$ cat src/hdl/cbez_pkg.sv
`timescale 1ns / 1ps
package cbez_pkg;

    localparam int COORD_BITS = 16;
    localparam int FRAC_BITS  = 15;
    localparam int T_W        = FRAC_BITS + 1;
    localparam int T3_W       = FRAC_BITS + 2;
    localparam int SQ_W       = 2 * FRAC_BITS + 1;
    localparam int WGT_W      = 3 * FRAC_BITS + 1;
    localparam int PROD_W     = WGT_W + COORD_BITS + 1;
    localparam int SUM_W      = PROD_W + 2;
    localparam int NUM_REGS   = 8;
    localparam int IDX_W      = $clog2(NUM_REGS);
    localparam int ADDR_W     = IDX_W + 2;
    localparam int DATA_W     = 32;

    localparam logic [T_W-1:0]   T_ONE = T_W'(1) << FRAC_BITS;
    localparam logic [SUM_W-1:0] ROUND_HALF = SUM_W'(1) << (3 * FRAC_BITS - 1);

    typedef enum logic [IDX_W-1:0] {
        REG_P0_X,
        REG_P0_Y,
        REG_P1_X,
        REG_P1_Y,
        REG_P2_X,
        REG_P2_Y,
        REG_P3_X,
        REG_P3_Y
    } reg_idx_t;

    typedef logic signed [COORD_BITS-1:0] coord_t;
    typedef logic [WGT_W-1:0] wgt_t;

    typedef struct packed {
        coord_t [3:0] px;
        coord_t [3:0] py;
    } ctrl_t;

    typedef struct packed {
        logic          valid;
        wgt_t  [3:0]   w;
    } wgt_bus_t;

endpackage

$ cat src/hdl/cbez_regs.sv
`timescale 1ns / 1ps
module cbez_regs
    import cbez_pkg::*;
(
    input  logic              clk,
    input  logic              rst_n,
    input  logic              psel,
    input  logic              penable,
    input  logic              pwrite,
    input  logic [ADDR_W-1:0] paddr,
    input  logic [DATA_W-1:0] pwdata,
    output logic [DATA_W-1:0] prdata,
    output logic              pready,
    output ctrl_t             ctrl
);

    coord_t           cfg_reg [NUM_REGS];
    logic [IDX_W-1:0] idx;
    logic             wr_en;

    assign idx    = paddr[ADDR_W-1:2];
    assign wr_en  = psel && penable && pwrite && pready;
    assign pready = 1'b1;
    assign prdata = DATA_W'(cfg_reg[idx]);

    always_ff @(posedge clk or negedge rst_n)
    begin
        if (!rst_n)
        begin
            for (int i = 0; i < NUM_REGS; i++)
            begin
                cfg_reg[i] <= '0;
            end
        end
        else if (wr_en)
        begin
            cfg_reg[idx] <= pwdata[COORD_BITS-1:0];
        end
    end

    assign ctrl.px[0] = cfg_reg[REG_P0_X];
    assign ctrl.py[0] = cfg_reg[REG_P0_Y];
    assign ctrl.px[1] = cfg_reg[REG_P1_X];
    assign ctrl.py[1] = cfg_reg[REG_P1_Y];
    assign ctrl.px[2] = cfg_reg[REG_P2_X];
    assign ctrl.py[2] = cfg_reg[REG_P2_Y];
    assign ctrl.px[3] = cfg_reg[REG_P3_X];
    assign ctrl.py[3] = cfg_reg[REG_P3_Y];

endmodule

$ cat config.mk
export PLATFORM = sky130hd
export DESIGN_NAME = cbez_regs
export DESIGN_NICKNAME = d
export VERILOG_FILES = /design/src/hdl/cbez_pkg.sv /design/src/hdl/cbez_regs.sv
export SDC_FILE = /design/constraint.sdc
export NUM_CORES = 1
export LEC_CHECK = 0
export ABC_CLOCK_PERIOD_IN_PS = 2400
export BUFFER_PORTS_ARGS = -buffer_cell sky130_fd_sc_hd__buf_2
export CELL_PAD_IN_SITES_DETAIL_PLACEMENT = 1
export CELL_PAD_IN_SITES_GLOBAL_PLACEMENT = 2
export CORE_UTILIZATION = 35
export CTS_BUF_LIST = sky130_fd_sc_hd__clkbuf_8
export CTS_CLUSTER_SIZE = 14
export DETAILED_ROUTE_END_ITERATION = 7
export GPL_TIMING_DRIVEN = 0
export PLACE_DENSITY = 0.89
export SLEW_MARGIN = 10
export SYNTH_ARGS = -nofsm -noshare
export SYNTH_HDL_FRONTEND = slang
export SYNTH_SLANG_ARGS = --single-unit
$ cat constraint.sdc
create_clock -name clk -period 2.4 [get_ports clk]
set_input_delay 0 -clock clk [delete_from_list [all_inputs] [get_ports clk]]
set_output_delay 0 -clock clk [all_outputs]
set_load 0.02 [all_outputs]
==> summary.md, run 1 <==
| Metric | Value |
|---|---|
| Initial antenna violation count | `0` |
| Setup ws final | `between 0.2 and 0.25 ns` |
| Clock root buffer | `clkbuf_8` |
| I/O Buffers | `~180` |
| Initial detailed-routing violation count | `roughly 130` |
| First-pass GRT wire length | `between 20000 and 30000 um` |
| Sequential cell fraction of total power | `around two fifths` |
| Fraction of layout cells with a size suffix above 1 | `66.4%` |
| Clock share of power | `27.7%` |
| Row count | `between 40 and 50` |
| DIE WIDTH | `132 um` |
| Clock sinks | `~130` |
| Critical Path AT | `2.16 ns` |
| Largest net degree at the start of global routing | `68` |
| Crit start category | `register` |
| Int Power | `between 4000 and 5000 uW` |
| Clock transition at path regs | `0.08 ns` |
| Number of fillers in the final layout | `roughly 1800` |
| Final ANT Viol Nets | `0` |
| Initial Util | `between 30% and 40%` |
| Placer congestion estimate | `0.782` |
| Height of the die | `about 130 um` |
| WS Path Type | `reg2out` |
| Post-synth EDFFs | `0` |
| CTS tree | `built` |
| Post-DR wirelength/cell | `~22 um` |
| RSZ-0062 raised after global routing | `no` |
| Slew margin rel. | `between 40 and 50%` |
| P_sw | `2560 uW` |
| Bufs and invs on worst path | `2` |
| Pre-antenna DRT Iters | `4` |
| Hold wc startpoint | `paddr[2]` |
| Max_cap viols | `0` |
| Synthesized area | `just under 6000 um^2` |
| Antenna cells | `0` |
| Gr usage total | `between 20% and 30%` |
| Post-CTS sizing | `0` |
| Cell repeated most along the worst path | `nand2_1` |
| Final hold slack | `between 0.06 and 0.07 ns` |
| Final Setup Violations | `0` |
| Die footprint | `between 15000 and 20000 um^2` |
| Number of flip-flops under the largest register name | `about 130` |
| Mean Syn Cell Area | `15.2 um^2` |
| DR DRC count | `0` |
| Fin cells | `845` |
| Power Density | `935 nW/um^2` |
| Crit-path max FO | `17` |
| Warnings, synthesis | `0` |
| Clock Path Buffers | `2` |
| Gate power share | `32.0%` |
| Worst skew pair latency | `approximately 0.44 ns` |
| Total gr overflow | `0` |
| Crit share post-route | `approximately nine tenths` |
| Routed vias/inst | `5.07` |
| Number of global-route vias before repair | `approximately 5000` |
| HP Class | `in2reg` |
| Detailed Place HPWL | `about 13000 um` |
| Max stage delay cell, worst path | `mux4_2` |
| CP startpoint | `ctrl[111]$_DFFE_PN0P_` |
| I/O pins | `roughly 200` |
| Most frequent cells after synthesis | `dfrtp_1, mux2_2, nand2_1` |
| Post-CTS Setup Bufs | `0` |
| Post-synthesis cell count | `~390` |
| Total CTS buffers | `17` |
| Post-place setup slack | `approximately 0.24 ns` |
| Post-synth top flop | `dfrtp_1` |
| Max Slew Vio Count | `0` |
| Nets | `654` |
| Net Sw Frac | `roughly a third` |
| Worst Path Required | `around 2.4 ns` |
| Post-synth ARST share | `100%` |
| Area contributors post-synth | `dfrtp_1, mux2_2, mux4_2, buf_4, nand2_1` |
| Fin crit period | `2.16 ns` |
| Max incr delay on CP | `between 0.4 and 0.5 ns` |
| Syn_nets | `about 430` |
| Synth Register Bits | `128` |
| Critical-path cell list | `mux4_2 -> nand2_1 -> nand2_1 -> buf_4 -> buf_2` |
| CTS H-Tree Depth | `4` |
| Lkg Pwr | `~0.0039 uW` |
| Routed WL | `18600 um` |
| Cell family with most CP delay | `multiplexers` |
| Cell count after placement | `around 800` |
| Critical path capture point type | `primary output` |
| Largest area contributor in the netlist | `dfrtp_1` |
| Final Hold Viols | `0` |
| R2r startpoint | `ctrl[111]$_DFFE_PN0P_` |
| Fmax | `between 0.4 and 0.5 GHz` |
| P&R area growth vs syn | `30.6%` |
| Status | `completed` |
| Worst VDD drop | `about 0.0004 V` |
| Yosys cell types | `23` |
| Sequential share of the synthesized area | `a little over half` |
| Slew @ Worst Pin | `between 0.8 and 0.9 ns` |
| Final Skew | `0 ns` |
| Final Power | `between 7000 and 8000 uW` |
| Routed via count | `roughly 4300` |
| Top cell type's share of synthesized area | `a little over half` |
| Core Area | `about 17000 um^2` |
-- what timing repair did --
item / CTS / global route
hold endpoints to repair: 192 / 0
hold buffers: 17 / 0
setup endpoints to repair: 0 / 0
-- per-stage QoR --
stage	setup TNS, ns	util, %	cell area, um^2
6_report	0	46.9	7780
5_1_grt	0	46.9	7780
4_1_cts	0	46.9	7780
3_5_place_dp	0	43.3	7180
3_3_place_gp	-31.05	43.1	7150
2_1_floorplan	0	-	5950
-- cells in the final DEF, fill, tap and decap left out, drive strengths merged --
master	Yosys	routed
inv	2	5
mux4	30	30
o211ai	1	1
clkinv	0	5
a31oi	1	1
nand2b	3	3
dfrtp	128	128
nand4	1	1
nor2	6	6
nor3b	1	1
nand2	47	47
clkbuf	4	21
o32a	2	2
nor3	2	2
buf	32	216
mux2	128	128
conb	1	1
nand4b	1	1
bufinv	0	4
clkinvlp	0	3
dlygate4sd3	0	17
mux2i	2	2
-- area by class of cell --
class | count | area [um^2] | share of cell area (%)
clock inverter | 15 | 193 | 2.48
buffer | 36 | 253 | 3.25
inverter | 2 | 7.51 | 0.0965
multi-input combinational | 226 | 2490 | 32.0
timing repair buffer | 201 | 1120 | 14.4
clock buffer | 17 | 234 | 3.01
sequential | 128 | 3200 | 41.2
tap | 220 | 275 | 3.54
-- cells by family after synthesis --
kind of cell	count (synthesis)	synth area share (%)
buffers and inverters	38	4.37
other	1	0.0630
AO/OA/AOI/OAI	4	0.567
AND/OR/NAND/NOR	61	5.32
flip-flops	128	53.8
multiplexers	160	35.9
-- layer usage --
metal	track usage, %	vias to the layer above	wire length, um
met2	39.0	123	9920
li1	-	1850	-
met5	0	-	0
met1	26.6	2273	7640
met4	9.51	0	439
met3	4.60	36	625
-- path summary, 6_finish.rpt --
check	end	slack, ns	cells past startpoint
max reg2reg	ctrl[111]$_DFFE_PN0P_	1.57	1
min reg2reg	ctrl[103]$_DFFE_PN0P_	0.53	1
min in group asynchronous	ctrl[24]$_DFFE_PN0P_	0.10	2
min	ctrl[67]$_DFFE_PN0P_	0.07	3
max in group asynchronous	ctrl[49]$_DFFE_PN0P_	1.51	3
max	prdata[30]	0.24	5
-- power by group through the flow --
| stage | clock (uW) | combinational, uW | sequential [uW] |
|---|---|---|---|
| after floorplan | 0 | 948 | 3410 |
| after global placement | 0 | 2260 | 2910 |
| after detailed placement | 0 | 2320 | 2970 |
| after CTS | 2060 | 2350 | 2930 |
| after global routing | 2140 | 2460 | 2990 |
| final | 2020 | 2320 | 2930 |
(Power assumes the default switching activity.)
==> run 2, diff against run 1 <==
--- a/config.mk
+++ b/config.mk
@@ -5,16 +5,16 @@
 export SDC_FILE = /design/constraint.sdc
 export NUM_CORES = 1
 export LEC_CHECK = 0
-export ABC_CLOCK_PERIOD_IN_PS = 2400
+export ABC_CLOCK_PERIOD_IN_PS = 1800
 export BUFFER_PORTS_ARGS = -buffer_cell sky130_fd_sc_hd__buf_2
 export CELL_PAD_IN_SITES_DETAIL_PLACEMENT = 1
 export CELL_PAD_IN_SITES_GLOBAL_PLACEMENT = 2
-export CORE_UTILIZATION = 35
+export CORE_UTILIZATION = 31
 export CTS_BUF_LIST = sky130_fd_sc_hd__clkbuf_8
 export CTS_CLUSTER_SIZE = 14
 export DETAILED_ROUTE_END_ITERATION = 7
 export GPL_TIMING_DRIVEN = 0
-export PLACE_DENSITY = 0.89
+export PLACE_DENSITY = 0.84
 export SLEW_MARGIN = 10
 export SYNTH_ARGS = -nofsm -noshare
 export SYNTH_HDL_FRONTEND = slang
==> constraint.sdc (replaced) <==
create_clock -name clk -period 1.8 [get_ports clk]
set_input_delay 0 -clock clk [delete_from_list [all_inputs] [get_ports clk]]
set_output_delay 0 -clock clk [all_outputs]
set_load 0.01 [all_outputs]
==> summary.md, run 2 (synthesis results as in run 1) <==
| Metric | Value |
|---|---|
| Most common cell after layout, fill and taps aside | `buf_2` |
| Pre-antenna DRT Iters | `4 (unchanged)` |
| Max Slew Vio Count | `0 (unchanged)` |
| First-pass GRT wire length | `29900 um (+2.3%)` |
| Max_cap viols | `0 (unchanged)` |
| Fin cells | `868 (+2.7%)` |
| Placed Area | `7200 um^2 (+0.24%)` |
| WS Path Type | `reg2out` |
| Number of fillers in the final layout | `1986 (+12%)` |
| Cell family with most CP delay | `multiplexers` |
| Routed via count | `4298 (+0.37%)` |
| Critical Path AT | `1.82 ns (-0.34 ns)` |
| FF-to-FF setup slack | `0.79 ns (-0.78 ns)` |
| Gate power share | `28.9% (-3.1 points)` |
| Routed vias/inst | `4.95 (-2.3%)` |
| Crit share post-route | `101%` |
| Worst skew pair latency | `0.44 ns (about the same)` |
| Height of the die | `141 um (+6.2%)` |
| Initial Util | `31.7% (-4.2 points)` |
| DR DRC count | `0 (unchanged)` |
| Worst VDD drop | `0.000464 V (+16%)` |
| Status | `finished with violations` |
| Post-DR wirelength/cell | `22.3 um (+1.3%)` |
| Initial detailed-routing violation count | `157 (+25%)` |
| Total gr overflow | `0 (unchanged)` |
| Clock sinks | `128 (unchanged)` |
| Crit-path max FO | `8 (-9)` |
| Slew margin rel. | `46.1% (+3.0 points)` |
| Nets | `663 (+1.4%)` |
| Fmax | `around 0.55 GHz` |
| Gr usage total | `20.9% (-1.4 points)` |
| Max stage delay cell, worst path | `mux4_2` |
| Critical path capture point type | `primary output` |
| Fin crit period | `1.82 ns` |
| Lkg Pwr | `0.00396 uW (+1.8%)` |
| Number of flip-flops under the largest register name | `128 (unchanged)` |
| Post-route cell area | `7890 um^2 (+1.4%)` |
| Final Setup Violations | `15 (+15)` |
| Clock transition at path regs | `0.08 ns (about the same)` |
| Worst Path Required | `1.80 ns (-0.60 ns)` |
| Sequential cell fraction of total power | `43.0% (+2.7 points)` |
| P_sw | `2810 uW (+9.4%)` |
| Placer congestion estimate | `0.738 (-5.6%)` |
| Fraction of layout cells with a size suffix above 1 | `67.8% (+1.4 points)` |
| Row count | `50 (+6.4%)` |
| Final ANT Viol Nets | `0 (unchanged)` |
| Clock share of power | `28.0% (+0.3 points)` |
| Detailed Place HPWL | `13200 um (+1.1%)` |
| Net Sw Frac | `31.0% (-4.3 points)` |
| RSZ-0062 raised after global routing | `yes` |
| Clock root buffer | `clkbuf_8` |
| P&R area growth vs syn | `32.5%` |
| Cell repeated most along the worst path | `nand2_4` |
| Clock Path Buffers | `2 (unchanged)` |
| Commonest non-fill, non-tap cells in the layout | `buf_2, mux2_2, dfrtp_1` |
| CTS tree | `built` |
| Slew @ Worst Pin | `0.808 ns (-0.0449 ns)` |
| Fin Setup TNS | `-0.278 ns (-0.278 ns)` |
| Die footprint | `19800 um^2 (+13%)` |
| Max incr delay on CP | `0.51 ns (+0.03 ns)` |
| Setup ws final | `-0.0199 ns (-0.264 ns)` |
| Core Area | `18800 um^2 (+13%)` |
| Crit start category | `register` |
| Largest net degree at the start of global routing | `66 (-2.9%)` |
| Post-place setup slack | `-0.419 ns (-0.657 ns)` |
| I/O Buffers | `183 (unchanged)` |
| I/O pins | `203 (unchanged)` |
| Final Hold Viols | `0 (unchanged)` |
| Total CTS buffers | `17 (unchanged)` |
| Bufs and invs on worst path | `2 (unchanged)` |
| Initial antenna violation count | `1 (+1)` |
| DIE WIDTH | `141 um (+6.2%)` |
| Routed WL | `19400 um (+4.1%)` |
| CTS H-Tree Depth | `4 (unchanged)` |
| Number of global-route vias before repair | `4786 (-2.4%)` |
| Cell count after placement | `810 (+1.8%)` |
| Int Power | `6250 uW (+33%)` |
| Failing checks | `setup timing` |
| HP Class | `in2reg` |
| Power Density | `1150 nW/um^2 (+23%)` |
| Critical-path cell list | `mux4_2 -> nand2_4 -> nand2_4 -> buf_4 -> buf_2` |
| Final Skew | `0 ns (unchanged)` |
## run 2: cell count changes in the layout (fill, tap and decap cells not counted), moves of 2 or more
cell and change:
buf_4 +7, nand2_4 +4, clkbuf_1 -2, buf_6 +2
inv_6 -2, clkbuf_8 +2, nand2_1 -3, clkbuf_2 +2
## run 2: power groups by stage
| stage | Clock, uW | Combinational (uW) | Sequential [uW] |
|---|---|---|---|
| 2_1_floorplan | 0 | 1130 | 4110 |
| 3_3_place_gp | 0 | 2430 | 3890 |
| 3_5_place_dp | 0 | 2510 | 3960 |
| 4_1_cts | 2610 | 2640 | 3890 |
| 5_1_grt | 2740 | 2820 | 3970 |
| 6_report | 2540 | 2620 | 3900 |
## run 2: path summary, 6_finish.rpt
path                                      start               endpoint  depth (start not counted)
min reg2reg                ctrl[48]$_DFFE_PN0P_   ctrl[48]$_DFFE_PN0P_                          1
max reg2reg                ctrl[63]$_DFFE_PN0P_   ctrl[63]$_DFFE_PN0P_                          3
min                                    paddr[2]   ctrl[79]$_DFFE_PN0P_                          3
max in group asynchronous                 rst_n  ctrl[105]$_DFFE_PN0P_                          3
min in group asynchronous                 rst_n  ctrl[114]$_DFFE_PN0P_                          2
max                        ctrl[63]$_DFFE_PN0P_             prdata[22]                          5
## run 2: routing by layer
| layer | part of all wire, % | global-route usage [%] | routed length [um] |
|---|---|---|---|
| met2 | 51 | 35.4 | 9960 |
| met3 | 3.6 | 3.91 | 702 |
| met1 | 43 | 26.7 | 8350 |
| met4 | 1.9 | 8.01 | 374 |
| met5 | 0 | 0 | 0 |
## run 2: final cells by class
class                      count  area, um^2  area share [%]
inverter                       2        7.51          0.0952
clock buffer                  19         262            3.32
buffer                        36         267            3.38
tap                          234         293            3.71
sequential                   128        3200            40.6
timing repair buffer         209        1190            15.0
antenna                        1        2.50          0.0317
multi-input combinational    227        2520            32.0
clock inverter                12         143            1.81
## run 2: tightest hold or removal path, stage by stage
cell,delay [ns]
buf_2,0.15
nor3_4,0.11
mux2_2,0.23
## run 2: timing repair
action / CTS / global route
buffers inserted: 6 / 2
pin swaps: 2 / 0
hold buffers: 17 / 0
gates resized for setup: 13 / 0
endpoints found under the setup margin: 21 / 16
gates cloned: 1 / 0
endpoints found under the hold margin: 191 / 0
## run 2: per-stage QoR
stage | hold slack (ns) | power (uW) | utilization (%)
2_1_floorplan | -0.296 | 5240 | -
3_3_place_gp | 0.327 | 6320 | 38.2
3_5_place_dp | 0.0284 | 6470 | 38.3
4_1_cts | 0.0351 | 9150 | 41.9
5_1_grt | 0.0708 | 9530 | 42.0
6_report | 0.0747 | 9050 | 42.0
